**src/rtl/core/pms_pkg.sv**
```systemverilog
package pms_pkg;

	localparam int MAX_USERS = 64;
	localparam int IDX_W = $clog2(MAX_USERS);
	localparam int CNT_W = $clog2(MAX_USERS + 1);
	localparam int TIME_W = 48;
	localparam int ID_W = 16;
	localparam int PER_W = 16;

	localparam logic [1:0] OP_REG = 2'd0;
	localparam logic [1:0] OP_NEXT = 2'd1;
	localparam logic [1:0] OP_CLR = 2'd2;

	localparam logic [1:0] ST_OK = 2'd0;
	localparam logic [1:0] ST_EMPTY = 2'd1;
	localparam logic [1:0] ST_FULL = 2'd2;

	typedef struct packed {
		logic load;
		logic clr;
		logic wr_new;
		logic scan_rd;
		logic scan_cmp;
		logic fin_next;
		logic wr_adv;
		logic done;
		logic [1:0] st;
	} cmd_t;

	typedef struct packed {
		logic full;
		logic empty;
		logic scan_last;
	} sts_t;

endpackage

```
**src/rtl/core/pms_ctrl.sv**
```systemverilog
module pms_ctrl (
	input  logic          clk,
	input  logic          arst_n,
	input  logic          start,
	input  logic [1:0]    op,
	input  pms_pkg::sts_t sts,
	output pms_pkg::cmd_t cmd,
	output logic          busy
);
	localparam logic [2:0] S_IDLE = 3'd0;
	localparam logic [2:0] S_DEC  = 3'd1;
	localparam logic [2:0] S_RD   = 3'd2;
	localparam logic [2:0] S_LAST = 3'd3;
	localparam logic [2:0] S_WB   = 3'd4;
	localparam logic [2:0] S_OUT  = 3'd5;

	logic [2:0] state_q, state_d;
	logic [1:0] op_q;
	logic rd_last_q;

	always_comb begin
		cmd = '0;
		state_d = state_q;
		unique case (state_q)
			S_IDLE: begin
				if (start) begin
					cmd.load = 1'b1;
					state_d = S_DEC;
				end
			end
			S_DEC: begin
				priority if (op_q == pms_pkg::OP_REG) begin
					cmd.done = 1'b1;
					if (sts.full)
						cmd.st = pms_pkg::ST_FULL;
					else
						cmd.wr_new = 1'b1;
					state_d = S_OUT;
				end else if (op_q == pms_pkg::OP_NEXT) begin
					if (sts.empty) begin
						cmd.done = 1'b1;
						cmd.st = pms_pkg::ST_EMPTY;
						state_d = S_OUT;
					end else begin
						state_d = S_RD;
					end
				end else begin
					cmd.clr = (op_q == pms_pkg::OP_CLR);
					cmd.done = 1'b1;
					state_d = S_OUT;
				end
			end
			S_RD: begin
				cmd.scan_rd = 1'b1;
				if (rd_last_q)
					cmd.scan_cmp = 1'b1;
				if (sts.scan_last)
					state_d = S_LAST;
			end
			S_LAST: begin
				cmd.scan_cmp = 1'b1;
				state_d = S_WB;
			end
			S_WB: begin
				cmd.wr_adv = 1'b1;
				cmd.fin_next = 1'b1;
				cmd.done = 1'b1;
				state_d = S_OUT;
			end
			S_OUT: state_d = S_IDLE;
			default: state_d = S_IDLE;
		endcase
	end

	always_ff @(posedge clk or negedge arst_n) begin
		if (!arst_n) begin
			state_q <= S_IDLE;
			op_q <= pms_pkg::OP_REG;
			rd_last_q <= 1'b0;
		end else begin
			state_q <= state_d;
			if (cmd.load)
				op_q <= op;
			rd_last_q <= (state_q == S_RD);
		end
	end

	assign busy = (state_q != S_IDLE);
endmodule

```
**config.mk**
```make
export PLATFORM = sky130hd
export DESIGN_NAME = pms_ctrl
export DESIGN_NICKNAME = d
export VERILOG_FILES = /design/src/rtl/core/pms_pkg.sv /design/src/rtl/core/pms_ctrl.sv
export SDC_FILE = /design/constraint.sdc
export NUM_CORES = 1
export LEC_CHECK = 0
export BUFFER_PORTS_ARGS = -buffer_cell sky130_fd_sc_hd__buf_4
export CORE_AREA = 3 3 40 42
export CTS_BUF_LIST = sky130_fd_sc_hd__clkbuf_4 sky130_fd_sc_hd__clkbuf_8
export CTS_CLUSTER_DIAMETER = 40
export DETAILED_ROUTE_END_ITERATION = 7
export DIE_AREA = 0 0 43 45
export GPL_ROUTABILITY_DRIVEN = 0
export PLACE_DENSITY_LB_ADDON = 0.3
export SYNTH_ARGS = -nofsm -noshare
export SYNTH_HDL_FRONTEND = slang
export SYNTH_SLANG_ARGS = --single-unit
```
**constraint.sdc**
```tcl
create_clock -name clk -period 1.7 [get_ports clk]
set_input_delay 0.085 -clock clk [delete_from_list [all_inputs] [get_ports clk]]
set_output_delay 0.085 -clock clk [all_outputs]
set_load 0.02 [all_outputs]
```
Yosys cells after proc, flatten, opt, wreduce, memory -nomap -nowiden
Index checks and enable logic that the tools add are counted.
- flip-flop bits (word level): 6
- latch bits: 0
- memory bits (writable): 0
- ROM bits: 0
- input port bits: 8
- memories: 0
- add/subtract/negate cells: 0
- multiply operators: 0
- divide/modulo/power cells: 0
- magnitude comparators: 0
- eq/ne operators: 8
- shift-type cells: 0
- mux-type cells: 24
- bitwise logic cells: 0
- reduce and logical (&&, ||, !) cells: 4
- operators by type and width (operator ; count):
    3-bit 2-to-1 mux ; 7
    3-bit case mux with 5 select lines ; 1
    2-bit 2-to-1 mux ; 5
    1-bit 2-to-1 mux ; 9
    3-bit by 2-bit == test with 1-bit output (second input constant) ; 2
    2-bit inequality test (second input constant) ; 2
    1-bit case mux with 2 select lines ; 2
    3-bit by 1-bit == test with 1-bit output (second input constant) ; 1
    3-bit == test (second input constant) ; 1
    3-bit logical NOT ; 1
    3-bit nonzero test ; 1
    2-bit by 1-bit == test with 1-bit output (second input constant) ; 1
    2-bit == test (second input constant) ; 1
    2-bit logical NOT ; 1
    2-bit AND reduction ; 1

Depth between registers and ports, before layout
Gate-level depths: netlist of run 1.
- depth in word-level cells: 4
- depth in mapped cells: 4
- depth with buffers taken out: 3

Least setup slack after synthesis of run 1
Ideal clock, no wire load.
- kind: reg2out
- from: reg state_q[1]
- to: out cmd[7] in the netlist's numbering
- arrival time: 1498 ps
- data required time: 1615 ps
- path slack: 117 ps
- stages on the path, launching flop included: 3
- path through: dfrtp_1 > or3b_1 > nor4_1
- RTL lines (element ; RTL line ; RTL):
    start: declaration ; pms_ctrl.sv:17 ; logic [2:0] state_q, state_d;
    start signal: assignment ; pms_ctrl.sv:81 ; state_q <= state_d;
    end: declaration ; pms_ctrl.sv:7 ; output pms_pkg::cmd_t cmd,

==> out/qor.csv, run 1 <==
metric,value,unit
status,finished clean,
Yosys cell types,17,
Setup Skew,0.00325,ns
Synth Warn #,0,
via/cell ratio,4.42,
synthesized area,345,sq um
initial antenna violation count,0,
crit-path cells,"or3b_4, nor4b_4, buf_4",
vias in the first global route,314,
family with the most delay on the worst path,simple AND/OR/NAND/NOR gates,
Clk pwr share,12.3,%
sequential area share after synthesis,43.5,%
sw power,424,uW
synth top area cells,"dfrtp_1, mux2_1, nand2b_1",
area of the core,1280,sq um
final net count,68,
routed length per instance,10.3,microns
Slew headroom,79.9,%
row cnt,13,
dominant cell type by area after synthesis,dfrtp_1,
sequential share of power,29.5,%
die area,1940,sq um
DRT Pass-1 Iters,2,
slowest cell delay on critical path,0.44,ns
Peak supply drop,0.591,mV
CTS max path bufs,2,
TritonCTS clock tree,yes,
clk root buf,clkbuf_4,
final setup fails,0,
internal power,576,uW
DRT Wirelength,753,microns
worst-margin pin slew,0.297,ns
Switching Share,42.4,%
unrepaired setup endpoints after global routing,no,
HPWL Detailed,625,microns
Synth top area share,43.5,%
Mapped Nets,43,
number of synthesized register bits,6,
"commonest cells after routing, fill and taps aside","buf_4, nor2_1",
Die H,45,microns
largest net degree at the start of global routing,10,
combinational share of power,58.2,%
fin crit share,95.0,%
hold slack,0.0722,ns
"Core Util, Final",43.5,%
worst skew pair latency,0.23,ns
"Slowest-stage cell, CP",or3b_4,
Final Critical Period,1.61,ns
Critical Path Sink Type,output pin,
Chip Width,43,microns
initial DRC count,4,
worst path bufs/invs,1,
diode count,0,
clock sinks,6,
Crit path required time,1.62,ns
IO Count,19,
share of layout cells above drive strength 1,50.0,%
first-pass GRT wire length,1.30,mm
Setup TNS,0,ns
P per Cell Area,1790,nW/um^2
H-tree depth,1,
area delta synth->final,62.0,%
Gate Count Post-Synth,35,
DRC Markers,0,
Pleak,0.000281,uW
HP Class,input port to flop,
Setup CP Type,flop to output pin,
Worst-path clk slew,0.04,ns
"commonest non-fill, non-tap cell in the layout",buf_4,
Mapped Avg Cell Area,9.87,sq um
Slew Limit Fails,0,
I/O Buffers,18,
CTS Buf Count,3,
critical path launch point type,flop,
initial core utilization,26.9,%
max cap viols,0,
GRT Total Usage,8.99,%
Worst Path Arrival,1.53,ns
Final ANT Viol Nets,0,
maximum fanout along the worst path,5,
Via Count,323,
Max Fclk,0.619,GHz
GRT overflow,0,
Fin. Hold Viols,0,
cells by family after synthesis:
group                  after synthesis  share of synthesized area, %
flip-flops                           6                          43.5
AND/OR/NAND/NOR                     19                          36.6
AO/OA/AOI/OAI                        4                          7.97
buffers and inverters                4                          5.44
multiplexers                         2                          6.52
power by group through the flow:
stage	Combinational [uW]	Sequential, uW	Clock (uW)
floorplan	351	270	0
global placement	517	288	0
detailed placement	520	289	0
CTS	535	288	131
global route	637	308	138
finish	583	295	123
routing by layer:
metal	global-route usage (%)	vias up	routed length (microns)
met2	13.8	9	366
li1	-	168	-
met5	0	-	0
met3	1.20	0	48
met1	12.1	146	337
met4	5.42	0	0
layout make-up:
type / instances / area (sq um)
multi-input combinational: 25 / 188
tap: 15 / 18.8
clock buffer: 3 / 22.5
timing repair buffer: 21 / 165
inverter: 3 / 11.3
fill: 133 / 726
sequential: 6 / 154
synth_stat cells:
library cell / count
nand2_1: 3
nand2b_1: 3
nor2_4: 1
inv_1: 3
nor3_1: 1
o311ai_1: 1
o21ai_0: 2
dfrtp_1: 6
nor4_1: 1
or3_4: 1
mux2_1: 2
nor2_1: 4
o32ai_1: 1
or3b_1: 2
buf_4: 1
nor3b_1: 2
nor4b_2: 1
what timing repair did:
item	CTS	global route
cloned	0	0
buffers inserted	0	2
endpoints found under the setup margin	1	1
resized for setup	1	4
endpoints found under the hold margin	6	0
pin swaps	0	1
hold buffers	1	0
sequential cells by signal, summed over array words and instances (netlist names):
register / flops
rd_last_q: 1
state_q: 3
op_q: 2
final timing paths:
check | depth (start not counted) | to | start | slack, ns
hold reg to reg | 1 | rd_last_q | state_q[2] | 0.50
setup reg to reg | 4 | op_q[1] | state_q[2] | 0.22
min in group asynchronous | 2 | state_q[2] | arst_n | 0.18
hold / removal | 2 | op_q[0] | op[0] | 0.07
setup / recovery | 3 | cmd[1] | state_q[2] | 0.09
max in group asynchronous | 2 | state_q[1] | arst_n | 1.39
per-stage QoR:
stage          cell area [sq um]  cells  worst slack (ns)  total power (uW)
5_1_grt                      559     73            0.0217              1080
4_1_cts                      527     71            0.0316               954
3_3_place_gp                 492     67             0.283               805
6_report                     559     73            0.0856              1000
3_5_place_dp                 492     67             0.261               809
2_1_floorplan                345     35             0.117               622
Power figures use the tool's default switching activity.
==> run 2, diff against run 1 <==
CTS_BUF_LIST = sky130_fd_sc_hd__clkbuf_2   (was sky130_fd_sc_hd__clkbuf_4 sky130_fd_sc_hd__clkbuf_8)
==> run 2 against run 1 <==
  * Critical path type unchanged
  * Sequential share of layout area grew 1.4 points
  * Largest cell class unchanged
  * Critical path depth is the same
  * Via count shrank 2.8%
  * Count of clock-buffer cells in the layout is the same
  * Register-to-register slack gained 0.06 ns
==> out/qor.csv, run 2 (synthesis gave the netlist of run 1 again) <==
metric,value,unit,change
status,finished clean,,unchanged
Chip Width,43,microns,unchanged
diode count,0,,unchanged
final setup fails,0,,unchanged
combinational share of power,57.5,%,was 58.2%
area of the core,1280,sq um,unchanged
largest net degree at the start of global routing,10,,unchanged
initial DRC count,3,,was 4
"commonest cells after routing, fill and taps aside","buf_4, nor2_1",,unchanged
Via Count,314,,was 323
critical path launch point type,flop,,unchanged
Worst Path Arrival,1.52,ns,was 1.53 ns
GRT overflow,0,,unchanged
Setup TNS,0,ns,unchanged
share of layout cells above drive strength 1,50.0,%,unchanged
Fin. Hold Viols,0,,unchanged
sequential share of power,32.6,%,was 29.5%
Worst-path clk slew,0.06,ns,was 0.04 ns
P per Cell Area,1750,nW/um^2,was 1790 nW/um^2
sw power,418,uW,was 424 uW
Critical Path Sink Type,output pin,,unchanged
DRT Pass-1 Iters,2,,unchanged
DRT Wirelength,738,microns,was 753 microns
Largest register FFs,3,,unchanged
row cnt,13,,unchanged
Final Critical Period,1.60,ns,was 1.61 ns
Largest regs,"state_q x3, op_q x2, rd_last_q x1",,unchanged
Setup Skew,0.00628,ns,was 0.00325 ns
vias in the first global route,308,,was 314
HP Class,input port to flop,,unchanged
GRT Total Usage,9.08,%,was 8.99%
Crit path required time,1.62,ns,about the same
H-tree depth,1,,unchanged
clock sinks,6,,unchanged
FILL cells,134,,was 133
unrepaired setup endpoints after global routing,no,,unchanged
hold slack,0.0988,ns,was 0.0722 ns
routed length per instance,10.4,microns,was 10.3 microns
worst-margin pin slew,0.295,ns,was 0.297 ns
I/O Buffers,18,,unchanged
Peak supply drop,0.534,mV,was 0.591 mV
Slew headroom,80.0,%,was 79.9%
CTS Buf Count,3,,unchanged
clk root buf,clkbuf_2,,was clkbuf_4
first-pass GRT wire length,1.28,mm,was 1.30 mm
initial core utilization,26.9,%,unchanged
Final ANT Viol Nets,0,,unchanged
Post-CTS Setup Bufs,0,,unchanged
Pleak,0.000260,uW,was 0.000281 uW
IO Count,19,,unchanged
Max Fclk,0.623,GHz,was 0.619 GHz
DRC Markers,0,,unchanged
final net count,66,,was 68
fin crit share,94.4,%,was 95.0%
max cap viols,0,,unchanged
Die H,45,microns,unchanged
worst skew pair latency,0.21,ns,was 0.23 ns
internal power,514,uW,was 576 uW
TritonCTS clock tree,yes,,unchanged
HPWL Detailed,625,microns,unchanged
initial antenna violation count,0,,unchanged
Setup CP Type,flop to output pin,,unchanged
area delta synth->final,54.0,%,was 62.0%
maximum fanout along the worst path,9,,was 5
"commonest non-fill, non-tap cell in the layout",buf_4,,unchanged
CTS max path bufs,2,,unchanged
Clk pwr share,9.8,%,was 12.3%
Biggest register,state_q,,unchanged
Switching Share,44.8,%,was 42.4%
Slew Limit Fails,0,,unchanged
die area,1940,sq um,unchanged
via/cell ratio,4.42,,about the same
-- run 2: cell types whose count changed in the layout (fill, tap and decap cells not counted), sizes merged --
cell / before / now
buf: 19 / 18
dlymetal6s2s: 1 / 0
-- run 2: critical path, cell delays in order, from the launching register on --
cell	delay, ns
dfrtp_2	0.45
or3b_4	0.42
nor4b_4	0.26
buf_4	0.18
-- run 2: final cells by class --
class | instances | area [sq um] | share of cell area [%]
Timing Repair Buffer | 19 | 145 | 27.3
Inverter | 3 | 11.3 | 2.12
Sequential cell | 6 | 154 | 28.9
Clock buffer | 3 | 15.0 | 2.82
Multi-Input combinational cell | 25 | 188 | 35.3
Tap cell | 15 | 18.8 | 3.53
-- run 2: power by group through the flow --
stage	combinational [uW]	sequential [uW]	clock, uW
2_1_floorplan	351	270	0
3_3_place_gp	517	288	0
3_5_place_dp	520	289	0
4_1_cts	522	287	100
5_1_grt	587	321	106
6_report	536	304	91.8
-- run 2: routing by layer --
metal,part of all wire [%],vias up,GRT usage [%]
met5,0,-,0
met4,0,0,7.23
met3,6.5,0,1.20
met2,48,9,13.5
met1,45,141,11.9
li1,-,164,-
-- run 2: worst paths after layout --
| path | startpoint | endpoint | slack (ns) | cells after the start |
|---|---|---|---|---|
| setup / recovery | state_q[2] | cmd[1] | 0.1 | 3 |
| hold / removal | op[0] | op_q[0] | 0.1 | 2 |
| setup reg to reg | state_q[1] | op_q[1] | 0.28 | 3 |
| hold reg to reg | state_q[1] | state_q[1] | 0.55 | 1 |
| max in group asynchronous | arst_n | state_q[1] | 1.37 | 2 |
| min in group asynchronous | arst_n | state_q[2] | 0.20 | 2 |
-- run 2: per-stage QoR --
stage / cell area (sq um) / worst slack (ns) / cells / total power [uW] / utilization, %
5_1_grt: 532 / 0.00892 / 71 / 1010 / 41.4
6_report: 532 / 0.0954 / 71 / 932 / 41.4
4_1_cts: 517 / 0.00367 / 71 / 909 / 40.2
3_5_place_dp: 492 / 0.261 / 67 / 809 / 38.3
2_1_floorplan: 345 / 0.117 / 35 / 622 / -
3_3_place_gp: 492 / 0.283 / 67 / 805 / 38.3
-- run 2: what timing repair did --
item / CTS / global route
hold buffers: 1 / 0
hold endpoints to repair: 6 / 0
setup endpoints to repair: 0 / 4
gates resized for setup: 0 / 5
==> run 3, diff against run 2 <==
CORE_AREA = 4 4 41 43   (was 3 3 40 42)
DIE_AREA = 0 0 45 47   (was 0 0 43 45)
GPL_ROUTABILITY_DRIVEN = unset   (was 0)
MAX_ROUTING_LAYER = met4   (was unset)
==> run 3 against run 2 <==
  * Power decreased by 1.8%
  * Setup slack improved by 0.012 ns
  * Via count increased by 3.5%
  * Cell count unchanged
  * Highest routed layer unchanged
  * Combinational power decreased by 1%
  * Critical endpoint unchanged
  * Register-to-register slack about the same
==> out/qor.csv, run 3 (synthesis gave the netlist of run 1 again) <==
metric,value,unit,change
"commonest cells after routing, fill and taps aside","buf_4, nor2_1, dfrtp_1",,"was buf_4, nor2_1"
Biggest register,state_q,,unchanged
Slew headroom,82.5,%,was 80.0%
area delta synth->final,52.5,%,was 54.0%
initial core utilization,26.5,%,was 26.9%
Crit path required time,1.62,ns,about the same
worst path bufs/invs,1,,unchanged
largest net degree at the start of global routing,10,,unchanged
"commonest non-fill, non-tap cell in the layout",buf_4,,unchanged
Post-CTS Setup Bufs,0,,unchanged
CTS max path bufs,2,,unchanged
P per Cell Area,1740,nW/um^2,was 1750 nW/um^2
Slew Limit Fails,0,,unchanged
GRT Total Usage,9.47,%,was 9.08%
clk root buf,clkbuf_2,,unchanged
critical path launch point type,flop,,unchanged
Pleak,0.000257,uW,was 0.000260 uW
IO Count,19,,unchanged
Register Area,153,sq um,was 154 sq um
Setup CP Type,flop to output pin,,unchanged
first-pass GRT wire length,1.34,mm,was 1.28 mm
Via Count,325,,was 314
Routability Congestion,0.696,,
DRC Markers,0,,unchanged
final net count,66,,unchanged
share of layout cells above drive strength 1,50.0,%,unchanged
Largest regs,"state_q x3, op_q x2, rd_last_q x1",,unchanged
Largest register FFs,3,,unchanged
Final Critical Period,1.59,ns,was 1.60 ns
via/cell ratio,4.58,,was 4.42
Worst-path clk slew,0.05,ns,was 0.06 ns
routed length per instance,10.3,microns,was 10.4 microns
unrepaired setup endpoints after global routing,no,,unchanged
initial antenna violation count,0,,unchanged
"Core Util, Final",40.5,%,was 41.4%
Peak supply drop,0.645,mV,was 0.534 mV
area of the core,1300,sq um,was 1280 sq um
maximum fanout along the worst path,7,,was 9
crit-path cells,"or3b_4, nor4b_2, buf_4",,"was or3b_4, nor4b_4, buf_4"
HPWL Detailed,612,microns,was 625 microns
row cnt,13,,unchanged
status,finished clean,,unchanged
HP Class,input port to flop,,unchanged
worst skew pair latency,0.21,ns,about the same
Fin. Hold Viols,0,,unchanged
Setup TNS,0,ns,unchanged
Post-Layout Inst Area,527,sq um,was 532 sq um
DRT Wirelength,729,microns,was 738 microns
fin crit share,93.7,%,was 94.4%
diode count,0,,unchanged
max cap viols,0,,unchanged
Worst Path Arrival,1.51,ns,was 1.52 ns
Critical Path Sink Type,output pin,,unchanged
pre-CTS setup slack,0.273,ns,was 0.261 ns
placed cell areas,492,sq um,unchanged
DRT Pass-1 Iters,4,,was 2
vias in the first global route,316,,was 308
worst-margin pin slew,0.259,ns,was 0.295 ns
family with the most delay on the worst path,simple AND/OR/NAND/NOR gates,,unchanged
H-tree depth,1,,unchanged
clock sinks,6,,unchanged
Die H,47,microns,was 45 microns
dpl cells,67,,unchanged
GRT overflow,0,,unchanged
FILL cells,147,,was 134
final setup fails,0,,unchanged
slowest cell delay on critical path,0.44,ns,was 0.45 ns
CTS Buf Count,3,,unchanged
I/O Buffers,18,,unchanged
Max Fclk,0.628,GHz,was 0.623 GHz
Final Instance Count excl. Fillers,71,,unchanged
Final ANT Viol Nets,0,,unchanged
Chip Width,45,microns,was 43 microns
initial DRC count,11,,was 3
TritonCTS clock tree,yes,,unchanged
"Slowest-stage cell, CP",dfrtp_2,,unchanged
multi-input logic area,184,sq um,was 188 sq um
fin worst setup slack,0.108,ns,was 0.0954 ns
Setup Skew,0.000904,ns,was 0.00628 ns
die area,2120,sq um,was 1940 sq um
[run 3: cell count changes in the layout (fill, tap and decap cells not counted)]
cell,change
dfrtp_1,+1
dfrtp_2,-1
nor3b_1,-1
nor3b_2,+1
nor4b_2,+1
nor4b_4,-1
[run 3: final timing paths]
check | cells after the start | from | endpoint | slack [ns]
max | 3 | state_q[1] | cmd[1] | 0.11
min | 2 | op[1] | op_q[1] | 0.10
max reg2reg | 3 | state_q[1] | op_q[0] | 0.28
min reg2reg | 1 | state_q[2] | rd_last_q | 0.55
max in group asynchronous | 2 | arst_n | state_q[2] | 1.37
min in group asynchronous | 2 | arst_n | state_q[0] | 0.21
[run 3: stage by stage]
stage / hold WS (ns) / total power [uW]
finish: 0.101 / 915
global route: 0.0863 / 1010
detailed placement: -0.106 / 808
CTS: 0.0840 / 908
floorplan: -0.211 / 622
global placement: -0.107 / 805
[run 3: what timing repair did]
action                                  in CTS  in global routing
gates resized for setup                      0                  4
hold endpoints to repair                     6                  0
endpoints found under the setup margin       0                  4
hold buffers                                 1                  0
[run 3: where the power goes]
| part | internal [uW] | leakage [uW] | switching [uW] |
|---|---|---|---|
| logic | 256 | 0.000172 | 273 |
| registers | 205 | 0.0000723 | 88.9 |
| clock network | 47.7 | 0.0000125 | 43.7 |
[run 3: worst register-to-register path, cell delays in order, from the launching register on]
cell     delay, ns
dfrtp_2       0.44
or3_4         0.41
nor2_4        0.12
mux2_1        0.33
[run 3: per-layer routing]
metal  part of all wire (%)  global-route usage (%)
met2                     49                    13.6
met1                     43                    11.9
met5                      0                       -
met3                    7.1                    1.53
met4                      0                    7.02
[run 3: cell type report]
cell class | instances | share of cell area [%]
sequential | 6 | 29.0
timing repair buffer | 19 | 27.6
multi-input combinational | 25 | 34.9
clock buffer | 3 | 2.85
inverter | 3 | 2.14
tap | 15 | 3.56
